==> src/rtl/lpbg_pkg.sv <==
package lpbg_pkg;

    // Field widths
    localparam int PIXEL_BITS  = 11;
    localparam int COORD_W     = 24;
    localparam int COEF_W      = 32;
    localparam int CLASS_W     = 3;
    localparam int COEF_IDX_W  = 4;
    localparam int BIAS_W      = 8;
    localparam int REQ_W       = 2;

    // Projection matrix shape
    localparam int ROWS        = 3;
    localparam int COLS        = 4;
    localparam int NCOEF       = ROWS * COLS;
    localparam int COL_W       = $clog2(COLS);
    localparam int POINT_FRAC  = 8;

    // Datapath widths
    localparam int PROD_W      = COEF_W + COORD_W;           // one coefficient * coordinate
    localparam int ACC_W       = PROD_W + 2;                 // sum of four terms
    localparam int BND_W       = PIXEL_BITS + 2;             // top + bias + height
    localparam int CLO_W       = (PROD_W + 1) / 2;           // low half of c
    localparam int CHI_W       = PROD_W - CLO_W;             // high half of c
    localparam int PP_W        = BND_W + CLO_W;
    localparam int FULL_W      = BND_W + CLO_W + CHI_W;
    localparam int CMP_W       = FULL_W + 1;

    // Box bound slots
    localparam int NBND        = 4;
    localparam int BND_L       = 0;
    localparam int BND_R       = 1;
    localparam int BND_T       = 2;
    localparam int BND_B       = 3;

    // Command queue
    localparam int QDEPTH      = 2;
    localparam int QPTR_W      = $clog2(QDEPTH);
    localparam int QCNT_W      = $clog2(QDEPTH + 1);

    localparam logic [REQ_W-1:0]   REQ_BOX   = 2'd0;
    localparam logic [REQ_W-1:0]   REQ_POINT = 2'd1;
    localparam logic [REQ_W-1:0]   REQ_COEF  = 2'd2;

    localparam logic [CLASS_W-1:0] CLASS_UNKNOWN = 3'd0;
    localparam logic [CLASS_W-1:0] CLASS_BAD     = 3'd7;

    localparam logic [BIAS_W-1:0]  ROW_BIAS_RESET = 8'd10;

    // Calibration product K*[R|t], Q11.20, row-major
    localparam logic signed [COEF_W-1:0] CALIB [NCOEF] = '{
         32'sd340180904, -32'sd664833440,    32'sd8230170,  32'sd183238623,
         32'sd272041665,    32'sd2407437, -32'sd645379862,  32'sd281835002,
           32'sd1047323,     -32'sd20099,      32'sd47137,     32'sd446522
    };

    typedef enum logic [1:0] {
        CMD_BOX,
        CMD_POINT,
        CMD_COEF
    } t_cmd;

    typedef enum logic [2:0] {
        ST_IDLE,
        ST_MAC_X,
        ST_MAC_Y,
        ST_MAC_Z,
        ST_SUM,
        ST_BOUND,
        ST_CMP
    } t_bstate;

    typedef struct packed {
        logic [REQ_W-1:0]         req_type;
        logic signed [COORD_W-1:0] point_x;
        logic signed [COORD_W-1:0] point_y;
        logic signed [COORD_W-1:0] point_z;
        logic                     last_point;
        logic [PIXEL_BITS-1:0]    box_left;
        logic [PIXEL_BITS-1:0]    box_top;
        logic [PIXEL_BITS-1:0]    box_width;
        logic [PIXEL_BITS-1:0]    box_height;
        logic [CLASS_W-1:0]       sign_class;
        logic [COEF_IDX_W-1:0]    coef_index;
        logic signed [COEF_W-1:0] coef_value;
    } t_in_item;

    typedef struct packed {
        logic signed [COORD_W-1:0] hit_x;
        logic signed [COORD_W-1:0] hit_y;
        logic signed [COORD_W-1:0] hit_z;
        logic [CLASS_W-1:0]        hit_class;
    } t_out_item;

    typedef struct packed {
        t_cmd                      cmd;
        logic signed [COORD_W-1:0] x;
        logic signed [COORD_W-1:0] y;
        logic signed [COORD_W-1:0] z;
        logic                      last;
        logic [PIXEL_BITS-1:0]     left;
        logic [PIXEL_BITS-1:0]     top;
        logic [PIXEL_BITS-1:0]     width;
        logic [PIXEL_BITS-1:0]     height;
        logic [CLASS_W-1:0]        cls;
        logic [COEF_IDX_W-1:0]     cidx;
        logic signed [COEF_W-1:0]  cval;
    } t_cmd_entry;

    typedef struct packed {
        logic full;
        logic empty;
    } t_q_stat;

    typedef struct packed {
        t_bstate state;
        logic    box_valid;
    } t_back_stat;

endpackage

==> src/rtl/lpbg_queue.sv <==
module lpbg_queue import lpbg_pkg::*; (
    input  logic       i_clk,
    input  logic       i_rst_n,
    input  logic       i_push,
    input  t_cmd_entry i_push_data,
    input  logic       i_pop,
    output t_cmd_entry o_head,
    output t_q_stat    o_stat
);

    t_cmd_entry        r_mem [QDEPTH];
    logic [QPTR_W-1:0] r_wptr;
    logic [QPTR_W-1:0] r_rptr;
    logic [QCNT_W-1:0] r_count;

    assign o_head       = r_mem[r_rptr];
    assign o_stat.full  = (r_count == QCNT_W'(QDEPTH));
    assign o_stat.empty = (r_count == '0);

    always_ff @(posedge i_clk) begin
        if (!i_rst_n) begin
            r_wptr  <= '0;
            r_rptr  <= '0;
            r_count <= '0;
        end else begin
            if (i_push) begin
                r_wptr <= r_wptr + 1'b1;
            end
            if (i_pop) begin
                r_rptr <= r_rptr + 1'b1;
            end
            if (i_push && !i_pop) begin
                r_count <= r_count + QCNT_W'(1);
            end else if (i_pop && !i_push) begin
                r_count <= r_count - QCNT_W'(1);
            end
        end
    end

    always_ff @(posedge i_clk) begin
        if (i_push) begin
            r_mem[r_wptr] <= i_push_data;
        end
    end

endmodule

==> config.mk <==
export PLATFORM = sky130hd
export DESIGN_NAME = lpbg_queue
export DESIGN_NICKNAME = d
export VERILOG_FILES = /design/src/rtl/lpbg_pkg.sv /design/src/rtl/lpbg_queue.sv
export SDC_FILE = /design/constraint.sdc
export NUM_CORES = 1
export LEC_CHECK = 0
export ABC_AREA = 1
export BUFFER_PORTS_ARGS = -buffer_cell sky130_fd_sc_hd__buf_2
export CORE_MARGIN = 3
export CORE_UTILIZATION = 50
export CTS_CLUSTER_SIZE = 8
export DETAILED_ROUTE_END_ITERATION = 16
export PLACE_DENSITY = 0.76
export SLEW_MARGIN = 15
export SYNTH_ARGS = -nofsm -noshare
export SYNTH_HDL_FRONTEND = slang
export SYNTH_SLANG_ARGS = --single-unit
==> constraint.sdc <==
create_clock -name i_clk -period 11.15 [get_ports i_clk]
set_input_delay 0.5575 -clock i_clk [delete_from_list [all_inputs] [get_ports i_clk]]
set_output_delay 0.5575 -clock i_clk [all_outputs]
set_load 0.05 [all_outputs]
==> results.ini, run 1 <==
[die]
die_h_um=161
pin_count=322
die-area_um2=26000
rows=56
start_util=0.511
core_um2=23600
die_w_um=161

[place]
dp.final_hpwl_mm=15.3
place.gp.congestion=0.763
port_buffers=321

[timing]
fin_skew_ns=0.0104
holdWs_ns=0.233
finalSetupViolCount=0
clock.fmax_mhz=291
period_share=0.309
slew_headroom=0.275
rsz0062_at_grt=no
hold_violations=0
worst_pin_slew_ns=1.09
slew_violations=0
fin_tns_setup_ns=0
finalCriticalPeriod_ns=3.44

[run]
cap_violations=0

[worst_setup_path]
cp_max_fo=59
cp_slowest_cell=buf_4
max_stage_delay_ns=0.84
critPathRequiredTime_ns=10.59
cp.buffers_inverters=2
worstSetupPathType=register to output pin
start_kind=register
worstPathCellList=buf_4 > mux2_2 > buf_2
cpLargestDelayFamily=buffers and inverters
ff2ff_setup_slack_ns=8.69
critPathCaptureType=output pin
critPathArrivalTime_ns=2.88

[synthesis]
ys_seq_elements=321
ys.warnings.count=0
ys_seq_area_frac=0.795
netlist_area_um2=12100
synth_top_area_cell=edfxtp_1
synth.distinct_cells=15
yosys.area.top_type_share=0.787
syn_nets=690
avgSynthCellArea_um2=22.9
yosys-top-cells-area=edfxtp_1 (79%), mux2_4 (13%), mux2_2 (5.3%)
synthCells=527

[power_and_ir_drop]
p_switching_mw=0.749
leakage_nw=5.98
seq_power_share=0.467
combinationalPowerShare=0.137
p_sw_frac=0.245
power_density_nw_per_um2=201
ir_drop_mv=0.170
p_int_mw=2.30
clock_power_share=0.396

[drt]
drtIter0Drc=345
routed-via-count=6030
drc_errors=0
routed_wl_mm=23.2
vias_per_cell=4.96
wl_per_cell_um=19.1
ant_nets=0
dr.pass1.iters=4

[clock_tree]
clockRootBuffer=clkbuf_16
path_clk_slew_ns=0.05
clockBufferDepth=3
insertion_delay_ns=0.51
htreeDepth=2
cts_inserted_buffers=46
cts_tree=done
cts-resized-gates=0
hold_buffers=0
cts_setup_buffers=0
numClockSinks=321

[global_routing]
grt_first_pass_wirelength_mm=34.9
grt_max_degree=82
antenna_found_initial=5
gr-total-overflow=0
grt_pass1_vias=6409
track_usage=0.173

[layout]
drive_above_1_share=0.601
final_nets=1046
fill_cells=1652
area_delta_synth_final_pct=26.1
postLayoutCoreUtil=0.644

[hold_path]
worstHoldPathType=input port to register

[status]
outcome=complete, no violations

==> worst register-to-register path, cell delays in order (launching register included) <==
cell and delay [ns]:
dfxtp_1 0.38, nand2_1 0.15, inv_6 0.53, buf_4 0.93
==> final timing paths <==
| kind | startpoint | to | cells after the start |
|---|---|---|---|
| worst max-delay path | register | o_head[157] | 3 |
| worst min-delay path | i_push_data[150] | r_mem[0][150]$_DFFE_PP_ | 1 |
| worst max register to register | r_wptr$_SDFFE_PN0P_ | r_mem[1][16]$_DFFE_PP_ | 3 |
| worst min register to register | r_rptr$_SDFFE_PN0P_ | register | 2 |
==> logic make-up (layout without fill, tap and decap cells) <==
| family | count (synthesis) | after routing | share of synthesized area |
|---|---|---|---|
| other | 0 | 3 | 0 |
| AND/OR/NAND/NOR | 19 | 19 | 0.00622 |
| adder cells (fa/ha/maj) | 1 | 1 | 0.00104 |
| flip-flops | 321 | 321 | 0.795 |
| multiplexers | 158 | 158 | 0.179 |
| AO/OA/AOI/OAI | 2 | 2 | 0.000829 |
| buffers and inverters | 26 | 392 | 0.0180 |
==> stage by stage <==
step	setup slack [ns]	area (um^2)	power, mW	std cells
finish	7.71	15200	3.05	1215
detailed placement	8.17	13900	1.87	1154
floorplan	3.26	12100	1.77	527
global placement	8.14	13900	1.86	1154
CTS	7.63	15200	3.09	1212
global route	7.50	15200	3.16	1214
==> layout by cell type (no fill, tap or decap) <==
master / count
buf_2: 321
edfxtp_1: 316
mux2_4: 101
mux2_2: 57
clkbuf_16: 49
nor2_1: 8
nand2_1: 8
clkbuf_1: 8
inv_1: 7
buf_4: 5
dfxtp_1: 4
diode_2: 3
inv_6: 1
nor2_4: 1
o21ai_0: 1
a21oi_1: 1
nand3_1: 1
nand4_1: 1
ha_1: 1
dfxtp_4: 1
clkinv_4: 1
==> registers in the layout (all words and copies together), names as in the netlist, named ones only <==
| register | count |
|---|---|
| r_count | 2 |
| r_mem | 316 |
| r_rptr | 1 |
| r_wptr | 1 |
==> cell usage after synthesis <==
master,count
edfxtp_1,316
mux2_4,101
mux2_2,57
buf_6,14
nor2_1,9
inv_1,8
nand2_1,8
dfxtp_1,5
buf_2,3
a21oi_1,1
buf_8,1
ha_1,1
nand3_1,1
nand4_1,1
o21ai_0,1
==> power groups by stage <==
stage	clock [mW]	sequential (mW)	combinational, mW
floorplan	0	1.45	0.328
global placement	0	1.44	0.416
detailed placement	0	1.45	0.421
CTS	1.24	1.42	0.422
global route	1.30	1.43	0.437
finish	1.21	1.42	0.418
==> cell type report <==
| type | count | area (um^2) | share of cell area |
|---|---|---|---|
| antenna | 3 | 7.51 | 0.000494 |
| clock buffer | 57 | 1260 | 0.0826 |
| clock inverter | 1 | 8.76 | 0.000576 |
| inverter | 8 | 35.0 | 0.00230 |
| multi-input combinational | 180 | 2260 | 0.149 |
| sequential | 321 | 9590 | 0.631 |
| tap | 319 | 399 | 0.0262 |
| timing repair buffer | 326 | 1640 | 0.108 |
==> per-layer routing <==
metal / global-route usage / vias to the layer above / wire (um)
met4: 0.0512 / 6 / 484
met3: 0.0623 / 41 / 2080
met1: 0.200 / 2928 / 8710
li1: - / 2796 / -
met5: 0 / - / 28
met2: 0.304 / 259 / 11900
Power figures use the tool's default switching activity.
==> run 2, diff against run 1 <==
- CORE_UTILIZATION: 50 -> 47
- PLACE_DENSITY: 0.76 -> 0.75
- clock period: 11.15 -> 2.87 ns (I/O delays scaled with it)
==> results.ini, run 2 (synthesis gave the netlist of run 1 again) <==
[status]
outcome=complete, no violations

[layout]
fin_area_um2=16900  ; +11%
final_cell_count_no_fill=1393  ; +15%
drive_above_1_share=0.514  ; -0.0877
reg_top3=r_mem (316), r_count (2)
postLayoutCoreUtil=0.673  ; +0.0287
layout_common_cells=buf_2 (321), edfxtp_1 (316), dlygate4sd3_1 (162)
fill_cells=1595  ; -3.5%
final_nets=1215  ; +16%
area_delta_synth_final_pct=40.4
top_register=r_mem
largest_reg_flops=316  ; unchanged
final_common_cell=buf_2

[timing]
fin_skew_ns=0.0149  ; +0.00448 ns
hold_violations=0  ; unchanged
finalCriticalPeriod_ns=2.26
rsz0062_at_grt=no
slew_headroom=0.482  ; +0.207
fin_tns_setup_ns=0  ; unchanged
layout_setup_ws_ns=0.607  ; -7.10 ns
finalSetupViolCount=0  ; unchanged
clock.fmax_mhz=442
period_share=0.789
slew_violations=0  ; unchanged
worst_pin_slew_ns=0.776  ; -0.311 ns

[clock_tree]
clockBufferDepth=3  ; unchanged
clockRootBuffer=clkbuf_16
cts_setup_buffers=0  ; unchanged
htreeDepth=2  ; unchanged
path_clk_slew_ns=0.05  ; about the same
numClockSinks=321  ; unchanged
insertion_delay_ns=0.52  ; about the same
cts_inserted_buffers=46  ; unchanged
cts_tree=done

[worst_setup_path]
cp_max_fo=28  ; -53%
reg2reg_depth=5  ; +2
ff2ff_setup_slack_ns=1.15  ; -7.54 ns
critPathCaptureType=output pin
critPathArrivalTime_ns=2.12  ; -0.76 ns
timing.rr.end=r_wptr$_SDFFE_PN0P_
worstSetupPathType=register to output pin
r2r_start=r_wptr$_SDFFE_PN0P_
critPathRequiredTime_ns=2.73  ; -7.86 ns
start_kind=register

[die]
start_util=0.479  ; -0.0318
die-area_um2=27600  ; +6.1%
die_w_um=166  ; +3.0%
core_um2=25200  ; +6.6%
pin_count=322  ; unchanged
die_h_um=166  ; +3.0%
rows=58  ; +3.6%

[hold_path]
min_from=i_push
hold_path_depth=3  ; +2
holdPathEnd=r_count[0]$_SDFFE_PN0P_
worstHoldPathType=input port to register

[place]
pre_cts_ws_ns=1.10  ; -7.07 ns
dp.final_hpwl_mm=15.7  ; +2.5%
placedCellCount=1172  ; +1.6%
place.gp.congestion=0.796  ; +4.3%
post_dp_cell_area_um2=14100  ; +1.1%
port_buffers=321  ; unchanged

[drt]
routed-via-count=6728  ; +12%
drtIter0Drc=441  ; +28%
dr.pass1.iters=6  ; +2
ant_nets=0  ; unchanged
vias_per_cell=4.83  ; -2.7%
drc_errors=0  ; unchanged
routed_wl_mm=25.9  ; +12%
wl_per_cell_um=18.6  ; -2.6%

[global_routing]
gr-total-overflow=0  ; unchanged
grt_max_degree=114  ; +39%
grt_first_pass_wirelength_mm=40.2  ; +15%
track_usage=0.182  ; +0.00925
antenna_found_initial=2  ; -3
grt_pass1_vias=7511  ; +17%

[power_and_ir_drop]
ir_drop_mv=0.541  ; +220%
leakage_nw=6.70  ; +12%
power_density_nw_per_um2=708  ; +250%

[run]
cap_violations=0  ; unchanged

==> run 2: cell types whose count changed in the layout (fill, tap and decap cells not counted) <==
cell	delta
dlygate4sd3_1	+162
buf_12	+7
clkbuf_16	-2
clkinvlp_4	+1
dfxtp_1	-1
dfxtp_2	+1
diode_2	-1
nand2_1	-1
nand2_2	+1
==> run 2: through the flow <==
stage | hold WS (ns) | power [mW]
floorplan | 0.242 | 6.86
global placement | 0.331 | 7.25
detailed placement | 0.334 | 7.28
CTS | 0.0143 | 12.1
global route | 0.0849 | 12.4
finish | 0.0483 | 12.0
==> run 2: report_power, final <==
part	total [mW]	internal (mW)	switching [mW]
sequential	5.53	5.45	0.0804
clock	4.61	2.89	1.71
combinational	1.85	0.667	1.19
total	12.0	9.00	2.98
==> run 2: worst max-delay path, stage by stage, from the launching register on <==
cell and delay [ns]:
dfxtp_4 0.68, buf_4 0.35, mux2_2 0.36, buf_2 0.21
==> run 2: how the worst max path moves through the flow <==
stage                     slack (ns)           startpoint  depth (start not counted)                     to
after floorplan                -0.27  r_wptr$_SDFFE_PN0P_                          2  r_mem[1][0]$_DFFE_PP_
after global placement          1.13             register                          3            o_head[141]
after detailed placement        1.10             register                          3              o_head[9]
after CTS                       0.54             register                          3              o_head[9]
after global routing            0.48             register                          3            o_head[141]
final                           0.61             register                          3              o_head[9]
==> run 2: cell type report <==
cell class | instances | area (um^2) | area share
repair buffers | 495 | 3410 | 0.201
clock buffers | 55 | 1210 | 0.0712
flip-flops and latches | 321 | 9590 | 0.566
diodes | 2 | 5.00 | 0.000295
multi-input cells | 180 | 2270 | 0.134
well taps | 330 | 413 | 0.0244
clock inverters | 2 | 17.5 | 0.00103
inverters | 8 | 33.8 | 0.00199
==> run 2: per-layer routing <==
metal | track usage | routed length (um) | vias up
met5 | 0 | 0 | -
met4 | 0.0608 | 539 | 0
met3 | 0.0433 | 1800 | 42
met2 | 0.334 | 13800 | 268
met1 | 0.211 | 9780 | 3296
li1 | - | - | 3122
==> run 2: what timing repair did <==
action / 4_1_cts / 5_1_grt
hold buffers: 162 / 0
resized for setup: 0 / 0
hold endpoints to repair: 321 / 0
==> run 3, diff against run 2 <==
- clock period: 2.87 -> 2 ns (I/O delays scaled with it)
==> results.ini, run 3 (synthesis gave the netlist of run 1 again) <==
[run]
cap_violations=0  ; unchanged

[power_and_ir_drop]
p_int_mw=13.2  ; +46%
power_density_nw_per_um2=1020  ; +44%
power.total_mw=17.5  ; +46%
combinationalPowerShare=0.158  ; +0.003
seq_power_share=0.452  ; -0.009
leakage_nw=6.86  ; +2.4%
p_switching_mw=4.36  ; +46%
ir_drop_mv=1.21  ; +120%
clock_power_share=0.390  ; +0.006
p_sw_frac=0.248  ; -0.000399

[timing]
clock.fmax_mhz=510
slew_violations=0  ; unchanged
holdWs_ns=0.312  ; +0.264 ns
worst_pin_slew_ns=0.459  ; -0.318 ns
fin_tns_setup_ns=0  ; unchanged
finalCriticalPeriod_ns=1.96
layout_setup_ws_ns=0.0405  ; -0.566 ns
slew_headroom=0.694  ; +0.212
rsz0062_at_grt=yes
hold_violations=0  ; unchanged
period_share=0.980
finalSetupViolCount=0  ; unchanged
fin_skew_ns=0.00918  ; -0.00570 ns

[die]
die-area_um2=27600  ; unchanged
rows=58  ; unchanged
die_h_um=166  ; unchanged
core_um2=25200  ; unchanged
pin_count=322  ; unchanged
die_w_um=166  ; unchanged
start_util=0.479  ; unchanged

[place]
placedCellCount=1183  ; +0.94%
port_buffers=321  ; unchanged
pre_cts_ws_ns=0.334  ; -0.764 ns
dp.final_hpwl_mm=16.6  ; +5.9%
post_dp_cell_area_um2=14200  ; +0.76%
place.gp.congestion=0.781  ; -1.8%

[drt]
ant_nets=0  ; unchanged
routed-via-count=6957  ; +3.4%
routed_wl_mm=28.0  ; +8.1%
drc_errors=0  ; unchanged
vias_per_cell=4.92  ; +1.9%
wl_per_cell_um=19.8  ; +6.5%
drtIter0Drc=470  ; +6.6%
dr.pass1.iters=7  ; +1

[global_routing]
track_usage=0.198  ; +0.0160
gr-total-overflow=0  ; unchanged
grt_max_degree=75  ; -34%
antenna_found_initial=1  ; -1
grt_first_pass_wirelength_mm=43.1  ; +7.3%
grt_pass1_vias=7758  ; +3.3%

[layout]
drive_above_1_share=0.522  ; +0.00803
largest_reg_flops=316  ; unchanged
layout_common_cells=buf_2 (318), edfxtp_1 (316), dlygate4sd3_1 (163)
fin_area_um2=17300  ; +1.8%
area_delta_synth_final_pct=43.0
reg_top3=r_mem (316), r_count (2)
postLayoutCoreUtil=0.685  ; +0.0123
top_register=r_mem
fill_cells=1546  ; -3.1%
final_cell_count_no_fill=1414  ; +1.5%
final_common_cell=buf_2
final_nets=1234  ; +1.6%

[status]
outcome=complete, no violations

[clock_tree]
htreeDepth=2  ; unchanged
cts_inserted_buffers=46  ; unchanged
path_clk_slew_ns=0.05  ; about the same
cts_tree=done
clockRootBuffer=clkbuf_16
numClockSinks=321  ; unchanged
insertion_delay_ns=0.51  ; about the same
clockBufferDepth=3  ; unchanged

[worst_setup_path]
max_stage_delay_ns=0.39  ; -0.29 ns
critPathCaptureType=output pin
worstSetupPathType=register to output pin
cpLargestDelayFamily=buffers and inverters
ff2ff_setup_slack_ns=0.23  ; -0.92 ns
cp_max_fo=19  ; -32%
worstPathCellList=buf_12 > buf_8 > mux2_2 > buf_2
critPathRequiredTime_ns=1.90  ; -0.83 ns
cp_slowest_cell=dfxtp_4
cp.buffers_inverters=3  ; +1
start_kind=register
critPathArrivalTime_ns=1.86  ; -0.26 ns

[hold_path]
worstHoldPathType=input port to register

[run 3: final cells by class]
type                       instances  area (um^2)  area share
antenna                            1         2.50    0.000145
sequential                       321         9590       0.556
inverter                           8         33.8     0.00196
timing repair buffer             514         3660       0.212
clock buffer                      59         1270      0.0738
multi-input combinational        180         2270       0.131
tap                              330          413      0.0239
clock inverter                     1         5.00    0.000290
[run 3: final timing paths]
kind / startpoint / end / cells after the start
min reg2reg: r_rptr$_SDFFE_PN0P_ / register / 2
max reg2reg: r_wptr$_SDFFE_PN0P_ / r_wptr$_SDFFE_PN0P_ / 5
min: i_push_data[74] / r_mem[1][74]$_DFFE_PP_ / 2
max: register / o_head[147] / 4
[run 3: power by group through the flow]
stage          clock network [mW]  registers, mW  logic (mW)
2_1_floorplan                   0           8.02        1.83
3_3_place_gp                    0           8.02        2.41
3_5_place_dp                    0           8.04        2.43
4_1_cts                      6.98           7.91        2.76
5_1_grt                      7.31           7.94        2.89
6_report                     6.84           7.92        2.78
[run 3: routing by layer]
metal  part of all wire  GRT usage  vias to the layer above
met5                  0          0                        -
met3              0.073     0.0507                       47
met2               0.54      0.368                      312
li1                   -          -                     3169
met1               0.37      0.228                     3429
met4              0.020     0.0539                        0
[run 3: repair_timing]
action                                  in CTS  in global routing
setup buffers                                6                  0
endpoints found under the setup margin     138                 62
resized for setup                            9                  7
hold endpoints to repair                   321                  0
hold buffers                               163                  0
gates cloned                                 1                  0
